<file path="src/rtl/bsc_pkg.sv">
// Shared types, constants and helpers for the barometric compensation block.
`default_nettype none
package bsc_pkg;

    localparam int DATA_W    = 32;
    localparam int DIV_CNT_W = $clog2(DATA_W);
    localparam int CFG_IDX_W = 2;

    // Configuration register indexes.
    localparam logic [CFG_IDX_W-1:0] CFG_CAL_A = 2'd0;
    localparam logic [CFG_IDX_W-1:0] CFG_CAL_B = 2'd1;
    localparam logic [CFG_IDX_W-1:0] CFG_CAL_C = 2'd2;
    localparam logic [CFG_IDX_W-1:0] CFG_OSS   = 2'd3;

    // Item kinds.
    localparam logic OP_TEMP = 1'b0;
    localparam logic OP_PRES = 1'b1;

    // Compensation constants.
    localparam logic [DATA_W-1:0] B6_OFFSET = 32'd4000;
    localparam logic [DATA_W-1:0] B4_BIAS   = 32'd32768;
    localparam logic [DATA_W-1:0] B7_SCALE  = 32'd50000;
    localparam logic [DATA_W-1:0] P_COEF_A  = 32'd3038;
    localparam logic [DATA_W-1:0] P_COEF_B  = 32'hFFFF_E343;
    localparam logic [DATA_W-1:0] P_ROUND   = 32'd3791;
    localparam logic [DATA_W-1:0] T_ROUND   = 32'd8;

    typedef enum logic [4:0] {
        S_IDLE,
        S_T_SUB,
        S_T_MUL,
        S_T_DEN,
        S_T_CHK,
        S_T_DIV,
        S_T_SUM,
        S_T_RES,
        S_P_B6,
        S_P_SQ,
        S_P_AC2,
        S_P_B2,
        S_P_SUM,
        S_P_B3,
        S_P_X3,
        S_P_B4A,
        S_P_B7,
        S_P_CHK,
        S_P_DIV,
        S_P_PSQ,
        S_P_X1,
        S_P_X2,
        S_P_SUM2,
        S_P_RES,
        S_OUT
    } state_t;

    function automatic logic [DATA_W-1:0] sext16(input logic [15:0] v);
        return {{(DATA_W-16){v[15]}}, v};
    endfunction

    function automatic logic [DATA_W-1:0] zext16(input logic [15:0] v);
        return {{(DATA_W-16){1'b0}}, v};
    endfunction

    function automatic logic [DATA_W-1:0] asr(input logic [DATA_W-1:0] v,
                                              input logic [4:0] s);
        return DATA_W'($signed(v) >>> s);
    endfunction

    function automatic logic [DATA_W-1:0] mag(input logic [DATA_W-1:0] v);
        return v[DATA_W-1] ? DATA_W'(0) - v : v;
    endfunction

endpackage
`default_nettype wire

</file>
<file path="src/rtl/bsc_div.sv">
// Iterative unsigned restoring divider, one quotient bit per cycle.
`default_nettype none
module bsc_div (
    input  wire logic                      clk,
    input  wire logic                      rst_n,
    input  wire logic                      start,
    input  wire logic [bsc_pkg::DATA_W-1:0] dividend,
    input  wire logic [bsc_pkg::DATA_W-1:0] divisor,
    output logic                           done,
    output logic [bsc_pkg::DATA_W-1:0]     quotient
);
    import bsc_pkg::*;

    logic                 busy_reg, busy_next;
    logic                 done_reg, done_next;
    logic [DIV_CNT_W-1:0] cnt_reg, cnt_next;
    logic [DATA_W-1:0]    rem_reg, rem_next;
    logic [DATA_W-1:0]    quo_reg, quo_next;
    logic [DATA_W-1:0]    dvs_reg, dvs_next;
    logic [DATA_W:0]      shifted;
    logic [DATA_W:0]      diff;

    always_comb
    begin
        shifted   = {rem_reg, quo_reg[DATA_W-1]};
        diff      = shifted - {1'b0, dvs_reg};
        busy_next = busy_reg;
        done_next = 1'b0;
        cnt_next  = cnt_reg;
        rem_next  = rem_reg;
        quo_next  = quo_reg;
        dvs_next  = dvs_reg;
        if (start)
        begin
            busy_next = 1'b1;
            cnt_next  = DIV_CNT_W'(DATA_W - 1);
            rem_next  = '0;
            quo_next  = dividend;
            dvs_next  = divisor;
        end
        else if (busy_reg)
        begin
            // A borrow means the divisor did not fit, so the bit is zero.
            if (!diff[DATA_W])
            begin
                rem_next = diff[DATA_W-1:0];
            end
            else
            begin
                rem_next = shifted[DATA_W-1:0];
            end
            quo_next = {quo_reg[DATA_W-2:0], ~diff[DATA_W]};
            cnt_next = cnt_reg - 1'b1;
            if (cnt_reg == '0)
            begin
                busy_next = 1'b0;
                done_next = 1'b1;
            end
        end
    end

    always_ff @(posedge clk or negedge rst_n)
    begin
        if (!rst_n)
        begin
            busy_reg <= 1'b0;
            done_reg <= 1'b0;
            cnt_reg  <= '0;
        end
        else
        begin
            busy_reg <= busy_next;
            done_reg <= done_next;
            cnt_reg  <= cnt_next;
        end
    end

    always_ff @(posedge clk)
    begin
        rem_reg <= rem_next;
        quo_reg <= quo_next;
        dvs_reg <= dvs_next;
    end

    assign done     = done_reg;
    assign quotient = quo_reg;

`ifndef ASSERT_OFF
    a_no_restart: assert property (@(posedge clk) disable iff (!rst_n)
        start |-> !busy_reg)
        else $error("divider started while busy");
    a_done_after_busy: assert property (@(posedge clk) disable iff (!rst_n)
        done_reg |-> $past(busy_reg))
        else $error("divider done without a running division");
    a_zero_divisor: assert property (@(posedge clk) disable iff (!rst_n)
        start |-> divisor != '0)
        else $error("divider started with a zero divisor");
`endif

endmodule
`default_nettype wire

</file>
<file path="src/rtl/baro_sensor_compensation.sv">
// Top level: barometric sensor compensation with one shared multiplier and divider.
// Sequencing: a temperature or pressure word runs through its sequencer states and the
// divider, whose wait dominates; a zero divisor skips the divider and yields an error word.
// Flow: one word in flight; in_ready is high only in the idle state, so a new word is
// taken only once the last result leaves S_OUT, which waits while out_valid && !out_ready.
// Reset clears the sequencer, output valid, calibration registers and the kept B5 term.
`default_nettype none
module baro_sensor_compensation (
    input  wire logic                        clk,
    input  wire logic                        rst_n,
    input  wire logic                        cfg_valid,
    output logic                             cfg_ready,
    input  wire logic [bsc_pkg::CFG_IDX_W-1:0] cfg_index,
    input  wire logic [63:0]                 cfg_data,
    input  wire logic                        in_valid,
    output logic                             in_ready,
    input  wire logic                        op,
    input  wire logic [18:0]                 raw_sample,
    output logic                             out_valid,
    input  wire logic                        out_ready,
    output logic                             kind,
    output logic signed [31:0]               value,
    output logic                             div_error
);
    import bsc_pkg::*;

    state_t            state_reg, state_next;

    logic [63:0]       cal_a_reg;
    logic [63:0]       cal_b_reg;
    logic [47:0]       cal_c_reg;
    logic [1:0]        oss_reg;
    logic [DATA_W-1:0] temp_term_reg, temp_term_next;

    logic              op_reg;
    logic [18:0]       raw_reg;
    logic [DATA_W-1:0] prod_reg, prod_next;
    logic [DATA_W-1:0] acc_reg, acc_next;
    logic [DATA_W-1:0] x_reg, x_next;
    logic [DATA_W-1:0] b6_reg, b6_next;
    logic [DATA_W-1:0] sq_reg, sq_next;
    logic [DATA_W-1:0] b3_reg, b3_next;
    logic [DATA_W-1:0] rb_reg, rb_next;
    logic [DATA_W-1:0] b7_reg, b7_next;
    logic [DATA_W-1:0] p_reg, p_next;
    logic              neg_reg, neg_next;
    logic [DATA_W-1:0] res_value_reg, res_value_next;
    logic              res_err_reg, res_err_next;

    logic              out_valid_reg;
    logic              kind_reg;
    logic [DATA_W-1:0] value_reg;
    logic              err_reg;

    logic [DATA_W-1:0] mul_a, mul_b;
    logic              div_start;
    logic [DATA_W-1:0] div_dividend, div_divisor;
    logic              div_done;
    logic [DATA_W-1:0] div_quotient;

    logic [DATA_W-1:0] ac1, ac2, ac3, ac4, ac5, ac6, b1, b2, mc, md;
    logic [DATA_W-1:0] num_t, b4, p_scaled;
    logic              in_fire, out_free;

    assign ac1 = sext16(cal_a_reg[15:0]);
    assign ac2 = sext16(cal_a_reg[31:16]);
    assign ac3 = sext16(cal_a_reg[47:32]);
    assign ac4 = zext16(cal_a_reg[63:48]);
    assign ac5 = zext16(cal_b_reg[15:0]);
    assign ac6 = zext16(cal_b_reg[31:16]);
    assign b1  = sext16(cal_b_reg[47:32]);
    assign b2  = sext16(cal_b_reg[63:48]);
    assign mc  = sext16(cal_c_reg[31:16]);
    assign md  = sext16(cal_c_reg[47:32]);

    assign num_t    = mc << 11;
    assign b4       = prod_reg >> 15;
    assign p_scaled = asr(p_reg, 5'd8);

    assign cfg_ready = 1'b1;
    assign in_ready  = (state_reg == S_IDLE);
    assign in_fire   = in_valid && in_ready;
    assign out_free  = !out_valid_reg || out_ready;

    bsc_div u_div (
        .clk      (clk),
        .rst_n    (rst_n),
        .start    (div_start),
        .dividend (div_dividend),
        .divisor  (div_divisor),
        .done     (div_done),
        .quotient (div_quotient)
    );

    // Sequencer next state.
    always_comb
    begin
        state_next = state_reg;
        unique case (state_reg)
            S_IDLE:   if (in_fire) state_next = (op == OP_TEMP) ? S_T_SUB : S_P_B6;
            S_T_SUB:  state_next = S_T_MUL;
            S_T_MUL:  state_next = S_T_DEN;
            S_T_DEN:  state_next = S_T_CHK;
            S_T_CHK:  state_next = (acc_reg == '0) ? S_OUT : S_T_DIV;
            S_T_DIV:  if (div_done) state_next = S_T_SUM;
            S_T_SUM:  state_next = S_T_RES;
            S_T_RES:  state_next = S_OUT;
            S_P_B6:   state_next = S_P_SQ;
            S_P_SQ:   state_next = S_P_AC2;
            S_P_AC2:  state_next = S_P_B2;
            S_P_B2:   state_next = S_P_SUM;
            S_P_SUM:  state_next = S_P_B3;
            S_P_B3:   state_next = S_P_X3;
            S_P_X3:   state_next = S_P_B4A;
            S_P_B4A:  state_next = S_P_B7;
            S_P_B7:   state_next = S_P_CHK;
            S_P_CHK:  state_next = (b4 == '0) ? S_OUT : S_P_DIV;
            S_P_DIV:  if (div_done) state_next = S_P_PSQ;
            S_P_PSQ:  state_next = S_P_X1;
            S_P_X1:   state_next = S_P_X2;
            S_P_X2:   state_next = S_P_SUM2;
            S_P_SUM2: state_next = S_P_RES;
            S_P_RES:  state_next = S_OUT;
            S_OUT:    if (out_free) state_next = S_IDLE;
            default:  state_next = S_IDLE;
        endcase
    end

    // Sequencer outputs: multiplier operands, divider start and datapath updates.
    always_comb
    begin
        mul_a          = '0;
        mul_b          = '0;
        div_start      = 1'b0;
        div_dividend   = '0;
        div_divisor    = '0;
        acc_next       = acc_reg;
        x_next         = x_reg;
        b6_next        = b6_reg;
        sq_next        = sq_reg;
        b3_next        = b3_reg;
        rb_next        = rb_reg;
        b7_next        = b7_reg;
        p_next         = p_reg;
        neg_next       = neg_reg;
        res_value_next = res_value_reg;
        res_err_next   = res_err_reg;
        temp_term_next = temp_term_reg;
        unique case (state_reg)
            S_IDLE:
            begin
            end
            S_T_SUB:
            begin
                acc_next = zext16(raw_reg[15:0]) - ac6;
            end
            S_T_MUL:
            begin
                mul_a = acc_reg;
                mul_b = ac5;
            end
            S_T_DEN:
            begin
                x_next   = asr(prod_reg, 5'd15);
                acc_next = asr(prod_reg, 5'd15) + md;
            end
            S_T_CHK:
            begin
                if (acc_reg == '0)
                begin
                    res_value_next = '0;
                    res_err_next   = 1'b1;
                end
                else
                begin
                    div_start    = 1'b1;
                    div_dividend = mag(num_t);
                    div_divisor  = mag(acc_reg);
                    neg_next     = num_t[DATA_W-1] ^ acc_reg[DATA_W-1];
                end
            end
            S_T_DIV:
            begin
                if (div_done)
                begin
                    acc_next = neg_reg ? DATA_W'(0) - div_quotient : div_quotient;
                end
            end
            S_T_SUM:
            begin
                temp_term_next = x_reg + acc_reg;
            end
            S_T_RES:
            begin
                res_value_next = asr(temp_term_reg + T_ROUND, 5'd4);
                res_err_next   = 1'b0;
            end
            S_P_B6:
            begin
                b6_next = temp_term_reg - B6_OFFSET;
            end
            S_P_SQ:
            begin
                mul_a = b6_reg;
                mul_b = b6_reg;
            end
            S_P_AC2:
            begin
                sq_next = asr(prod_reg, 5'd12);
                mul_a   = ac2;
                mul_b   = b6_reg;
            end
            S_P_B2:
            begin
                acc_next = asr(prod_reg, 5'd11);
                mul_a    = b2;
                mul_b    = sq_reg;
            end
            S_P_SUM:
            begin
                acc_next = asr(prod_reg, 5'd11) + acc_reg + (ac1 << 2);
                mul_a    = ac3;
                mul_b    = b6_reg;
            end
            S_P_B3:
            begin
                b3_next  = asr((acc_reg << oss_reg) + 32'd2, 5'd2);
                acc_next = asr(prod_reg, 5'd13);
                mul_a    = b1;
                mul_b    = sq_reg;
            end
            S_P_X3:
            begin
                acc_next = asr(acc_reg + asr(prod_reg, 5'd16) + 32'd2, 5'd2);
                rb_next  = {{(DATA_W-19){1'b0}}, raw_reg} - b3_reg;
            end
            S_P_B4A:
            begin
                acc_next = acc_reg + B4_BIAS;
                mul_a    = rb_reg;
                mul_b    = B7_SCALE >> oss_reg;
            end
            S_P_B7:
            begin
                b7_next = prod_reg;
                mul_a   = ac4;
                mul_b   = acc_reg;
            end
            S_P_CHK:
            begin
                if (b4 == '0)
                begin
                    res_value_next = '0;
                    res_err_next   = 1'b1;
                end
                else
                begin
                    // A large B7 is divided first and doubled after, as 32 bits allow.
                    div_start    = 1'b1;
                    div_dividend = b7_reg[DATA_W-1] ? b7_reg : b7_reg << 1;
                    div_divisor  = b4;
                    neg_next     = b7_reg[DATA_W-1];
                end
            end
            S_P_DIV:
            begin
                if (div_done)
                begin
                    p_next = neg_reg ? div_quotient << 1 : div_quotient;
                end
            end
            S_P_PSQ:
            begin
                mul_a = p_scaled;
                mul_b = p_scaled;
            end
            S_P_X1:
            begin
                mul_a = prod_reg;
                mul_b = P_COEF_A;
            end
            S_P_X2:
            begin
                acc_next = asr(prod_reg, 5'd16);
                mul_a    = P_COEF_B;
                mul_b    = p_reg;
            end
            S_P_SUM2:
            begin
                acc_next = asr(acc_reg + asr(prod_reg, 5'd16) + P_ROUND, 5'd4);
            end
            S_P_RES:
            begin
                res_value_next = p_reg + acc_reg;
                res_err_next   = 1'b0;
            end
            S_OUT:
            begin
            end
            default:
            begin
            end
        endcase
    end

    assign prod_next = DATA_W'(mul_a * mul_b);

    always_ff @(posedge clk or negedge rst_n)
    begin
        if (!rst_n)
        begin
            state_reg     <= S_IDLE;
            out_valid_reg <= 1'b0;
            temp_term_reg <= '0;
            cal_a_reg     <= '0;
            cal_b_reg     <= '0;
            cal_c_reg     <= '0;
            oss_reg       <= '0;
        end
        else
        begin
            state_reg     <= state_next;
            temp_term_reg <= temp_term_next;
            if (state_reg == S_OUT && out_free)
            begin
                out_valid_reg <= 1'b1;
            end
            else if (out_ready)
            begin
                out_valid_reg <= 1'b0;
            end
            if (cfg_valid && cfg_ready)
            begin
                unique case (cfg_index)
                    CFG_CAL_A: cal_a_reg <= cfg_data;
                    CFG_CAL_B: cal_b_reg <= cfg_data;
                    CFG_CAL_C: cal_c_reg <= cfg_data[47:0];
                    CFG_OSS:   oss_reg   <= cfg_data[1:0];
                    default:   oss_reg   <= oss_reg;
                endcase
            end
        end
    end

    always_ff @(posedge clk)
    begin
        if (in_fire)
        begin
            op_reg  <= op;
            raw_reg <= raw_sample;
        end
        prod_reg      <= prod_next;
        acc_reg       <= acc_next;
        x_reg         <= x_next;
        b6_reg        <= b6_next;
        sq_reg        <= sq_next;
        b3_reg        <= b3_next;
        rb_reg        <= rb_next;
        b7_reg        <= b7_next;
        p_reg         <= p_next;
        neg_reg       <= neg_next;
        res_value_reg <= res_value_next;
        res_err_reg   <= res_err_next;
        if (state_reg == S_OUT && out_free)
        begin
            kind_reg  <= op_reg;
            value_reg <= res_value_reg;
            err_reg   <= res_err_reg;
        end
    end

    assign out_valid = out_valid_reg;
    assign kind      = kind_reg;
    assign value     = $signed(value_reg);
    assign div_error = err_reg;

`ifndef ASSERT_OFF
    a_div_start_state: assert property (@(posedge clk) disable iff (!rst_n)
        div_start |-> (state_reg == S_T_CHK || state_reg == S_P_CHK))
        else $error("divider started outside a check step");
    a_div_done_state: assert property (@(posedge clk) disable iff (!rst_n)
        div_done |-> (state_reg == S_T_DIV || state_reg == S_P_DIV))
        else $error("division finished while the sequencer was not waiting");
    a_leave_idle: assert property (@(posedge clk) disable iff (!rst_n)
        in_fire |=> state_reg != S_IDLE)
        else $error("accepted word did not start the sequencer");
    a_err_zero: assert property (@(posedge clk) disable iff (!rst_n)
        (out_valid && div_error) |-> value_reg == '0)
        else $error("division error word carries a nonzero value");
`endif

endmodule
`default_nettype wire

</file>
<file path="config.mk">
export PLATFORM = sky130hd
export DESIGN_NAME = baro_sensor_compensation
export DESIGN_NICKNAME = d
export VERILOG_FILES = /design/src/rtl/bsc_pkg.sv /design/src/rtl/bsc_div.sv /design/src/rtl/baro_sensor_compensation.sv
export SDC_FILE = /design/constraint.sdc
export NUM_CORES = 2
export LEC_CHECK = 0
export ABC_AREA = 1
export BUFFER_PORTS_ARGS = -buffer_cell sky130_fd_sc_hd__buf_2
export CAP_MARGIN = 20
export CORE_MARGIN = 4
export CORE_UTILIZATION = 50
export CTS_CLUSTER_DIAMETER = 50
export CTS_CLUSTER_SIZE = 30
export DETAILED_ROUTE_END_ITERATION = 10
export PLACE_DENSITY = 0.65
export SLEW_MARGIN = 0
export SYNTH_ARGS = -nofsm -noshare
export SYNTH_HDL_FRONTEND = slang
export SYNTH_SLANG_ARGS = --single-unit
</file>
<file path="constraint.sdc">
create_clock -name clk -period 7.9 [get_ports clk]
set_input_delay 1.185 -clock clk [delete_from_list [all_inputs] [get_ports clk]]
set_output_delay 1.185 -clock clk [all_outputs]
set_load 0.005 [all_outputs]
</file>
==> flow_summary.toml <==
[run_status]
status = "complete, but fails checks"
violations = "negative setup slack"

[power]
total_power_mw = 32.4
peakVddDrop_mv = 0.420
p_leak_nw = 36.2
power.density_mw_per_mm2 = 445

[routing]
vias = 59800
finalWirelength_um = 267000
drc = 0
wl_per_cell_um = 25.9
via_per_inst = 5.80
drtIter0Drc = 7214
ant_nets = 0
dr.pass1.iters = 8

[floorplanning]
io_pins = 128
dieArea_sq_mm = 0.127
fp.dieH_um = 357
core_sq_mm = 0.120
num_rows = 127
start_util_pct = 50.5
die-width_um = 357

[yosys]
async_reset_ff_share_pct = 31.9
synth_compound_area_share_pct = 11.5
synth_adder_area_share_pct = 21.8
synthXorXnorAreaFrac_pct = 3.67
ys_warn_count = 0
syn_area_sq_mm = 0.0609
syn_inst = 7996
yosysTopAreaCell = "edfxtp_1"
yosysTopAreaCellShare_pct = 18.6
synth_simple_gate_area_share_pct = 22.8
ys_types = 81
synth_flop_cell = "edfxtp_1"
synth_seq_cells = 649
synth_edf_count = 378
synth_top_family_by_area = "simple AND/OR/NAND/NOR gates"
syn_area_per_cell_sq_um = 7.61
ys_seq_area_share_pct = 29.3
synthMuxAreaShare_pct = 0.314
synth_area_leaders = "edfxtp_1 (19%), fa_1 (15%), nand2_1 (12%)"
synthesis.nets = 8882

[timing]
fin_skew_ns = 0.0575
period_needed_ns = 7.94
finalSetupViolations = 1
tns_ns = -0.0357
worst_slack_ns = -0.0357
rsz0062_at_grt = "yes"
fin_crit_sh_pct = 100
worstMarginPinSlew_ns = 1.23
slew_headroom_pct = 17.0
finalHoldViolations = 0
slew_violations = 0
whs_ns = 0.405
clock.fmax_mhz = 126

[clocking]
root_buffer = "clkbuf_16"
hold_buffers = 0
cts_tree = "done"
htree_levels = 3
clockBufferDepth = 3
cts_sinks = 649
clock_latency_ns = 0.74
cts_made_buffers = 88
clk_pin_slew_ns = 0.07

[worst_setup_path]
cp-start-kind = "flip-flop"
crit_type = "flip-flop to flip-flop"
cp.required_ns = 8.57
critPathSlowestCell = "fa_1"
r2r_slack_ns = -0.04
arrival_ns = 8.61
worstSetupEndpointType = "flip-flop"
max_stage_delay_ns = 0.58
critical_path.max_fanout = 6
path_common_cell = "fa_1"

[global_routing]
grt.overflow.total = 0
first_global_vias = 57500
grt_max_degree = 138
grt_pass1_wl_um = 384000
antenna_found_initial = 22
grt_usage_pct = 41.3

[final_layout]
multi_input_area_sq_mm = 0.0379
n_fill_cell = 11000
seq_area_sq_mm = 0.0178
area_growth_pct = 19.8
fin_area_sq_mm = 0.0729
layout-drive-gt1-share_pct = 14.8
nNetsFinal = 9497

[hold_path]
hp-class = "input port to async pin"

[place]
place_congestion = 1.10
portBuffers = 126
hpwl_um = 217000
placed_area_sq_mm = 0.0674

[flow_run]
cap_violations = 0
==> synthesized netlist by cell type (all sizes together) (5+ instances only) <==
cell     count
a21boi      10
o22ai       48
a21o        16
ha         350
nor2       619
a31oi       42
dfxtp       64
o211ai      30
nand4      100
and3         5
buf         68
o32ai        9
a22oi       10
o21a        16
a2111oi      5
clkbuf     181
xnor2       74
o21bai      16
mux2i       18
a211oi      10
o2111ai     10
dfrtp      207
o31ai       13
or2         47
inv       1437
a21oi      383
clkinv       8
nand2     2021
o221ai      27
nand3b      31
fa         445
nor4        27
nand3      374
xor2       180
nor3       105
edfxtp     378
o21ai      569
a32o        11
==> layout by cell type (no fill, tap or decap), types with 18 or more instances in the layout <==
master,n
nand3_2,31
a21oi_1,359
inv_2,24
nand2_2,41
mux2i_1,18
buf_6,56
o22ai_1,48
nor3_1,94
buf_2,125
clkbuf_16,90
buf_4,529
fa_2,18
or2_2,45
o211ai_1,29
nand3_1,333
a21oi_2,18
ha_1,331
nand2_1,1970
fa_1,427
ha_4,19
nor4_1,26
xnor2_1,74
o21ai_0,547
a31oi_1,37
dfxtp_1,63
nand3b_1,30
edfxtp_1,378
nor2_4,28
buf_12,49
nor2_1,552
nand4_1,98
o221ai_1,26
dfrtp_1,201
nor2_2,39
inv_1,1407
xor2_1,175
==> per-layer routing <==
layer / up-vias / wire length, um / track usage, %
met5: - / 22 / 0
li1: 26900 / - / -
met4: 4 / 17900 / 22.1
met2: 3405 / 113000 / 61.5
met3: 697 / 30300 / 10.0
met1: 28800 / 106000 / 55.7
==> final cells by class <==
cell class                 instances  share of cell area [%]
clock buffer                      94                    3.12
clock inverter                    72                    1.37
timing repair inverter             1                 0.00858
timing repair buffer             772                    8.85
multi-input combinational       5654                    52.0
inverter                        1445                    7.47
sequential                       649                    24.4
tap                             1612                    2.77
antenna                            3                  0.0103
==> metrics by stage <==
step,utilization (%),setup WS [ns],cells
after floorplan,-,0.00973,7996
after global placement,55.9,-0.544,10100
after detailed placement,55.9,-0.615,10100
after CTS,59.4,-0.0118,10200
after global routing,60.5,-0.291,10300
final,60.6,-0.0357,10300
==> worst max-delay path: cells and delay by family (launching register included) <==
family	cells	cell delay (ns)
fa+ha+maj	9	4.32
simple gates	17	1.73
buf+inv	10	1.03
flops	1	0.45
compound gates	3	0.32
==> power breakdown <==
group / internal, mW / switching (mW)
Combinational: 7.87 / 14.6
Sequential: 4.76 / 0.891
Clock: 2.30 / 2.05
Total: 14.9 / 17.5
==> worst paths after layout <==
check	from	cells past startpoint	to
max in group asynchronous	rst_n	2	temp_term_reg[21]
min in group clk	res_value_reg[29]	0	value[29]
min reg2reg	res_value_reg[29]	0	value[29]
min	rst_n	1	cal_c_reg[38]
max	state_reg[0]	39	prod_reg[31]
max reg2reg	state_reg[0]	39	prod_reg[31]
==> repair_timing <==
item	4_1_cts	5_1_grt
pin swaps	61	90
cloned	2	3
setup endpoints to repair	14	15
buffers inserted	18	49
gates resized for setup	191	202
==> kinds of logic (layout without fill, tap and decap cells) <==
logic type               count (synthesis)  after routing
multiplexers                            19             19
flip-flops                             649            649
adder cells (fa/ha/maj)                795            795
XOR/XNOR                               254            254
buffers and inverters                 1694           2384
other                                    1              4
AND/OR/NAND/NOR                       3337           3338
AO/OA/AOI/OAI                         1247           1247
No activity file was read; power rests on OpenSTA's default activity.
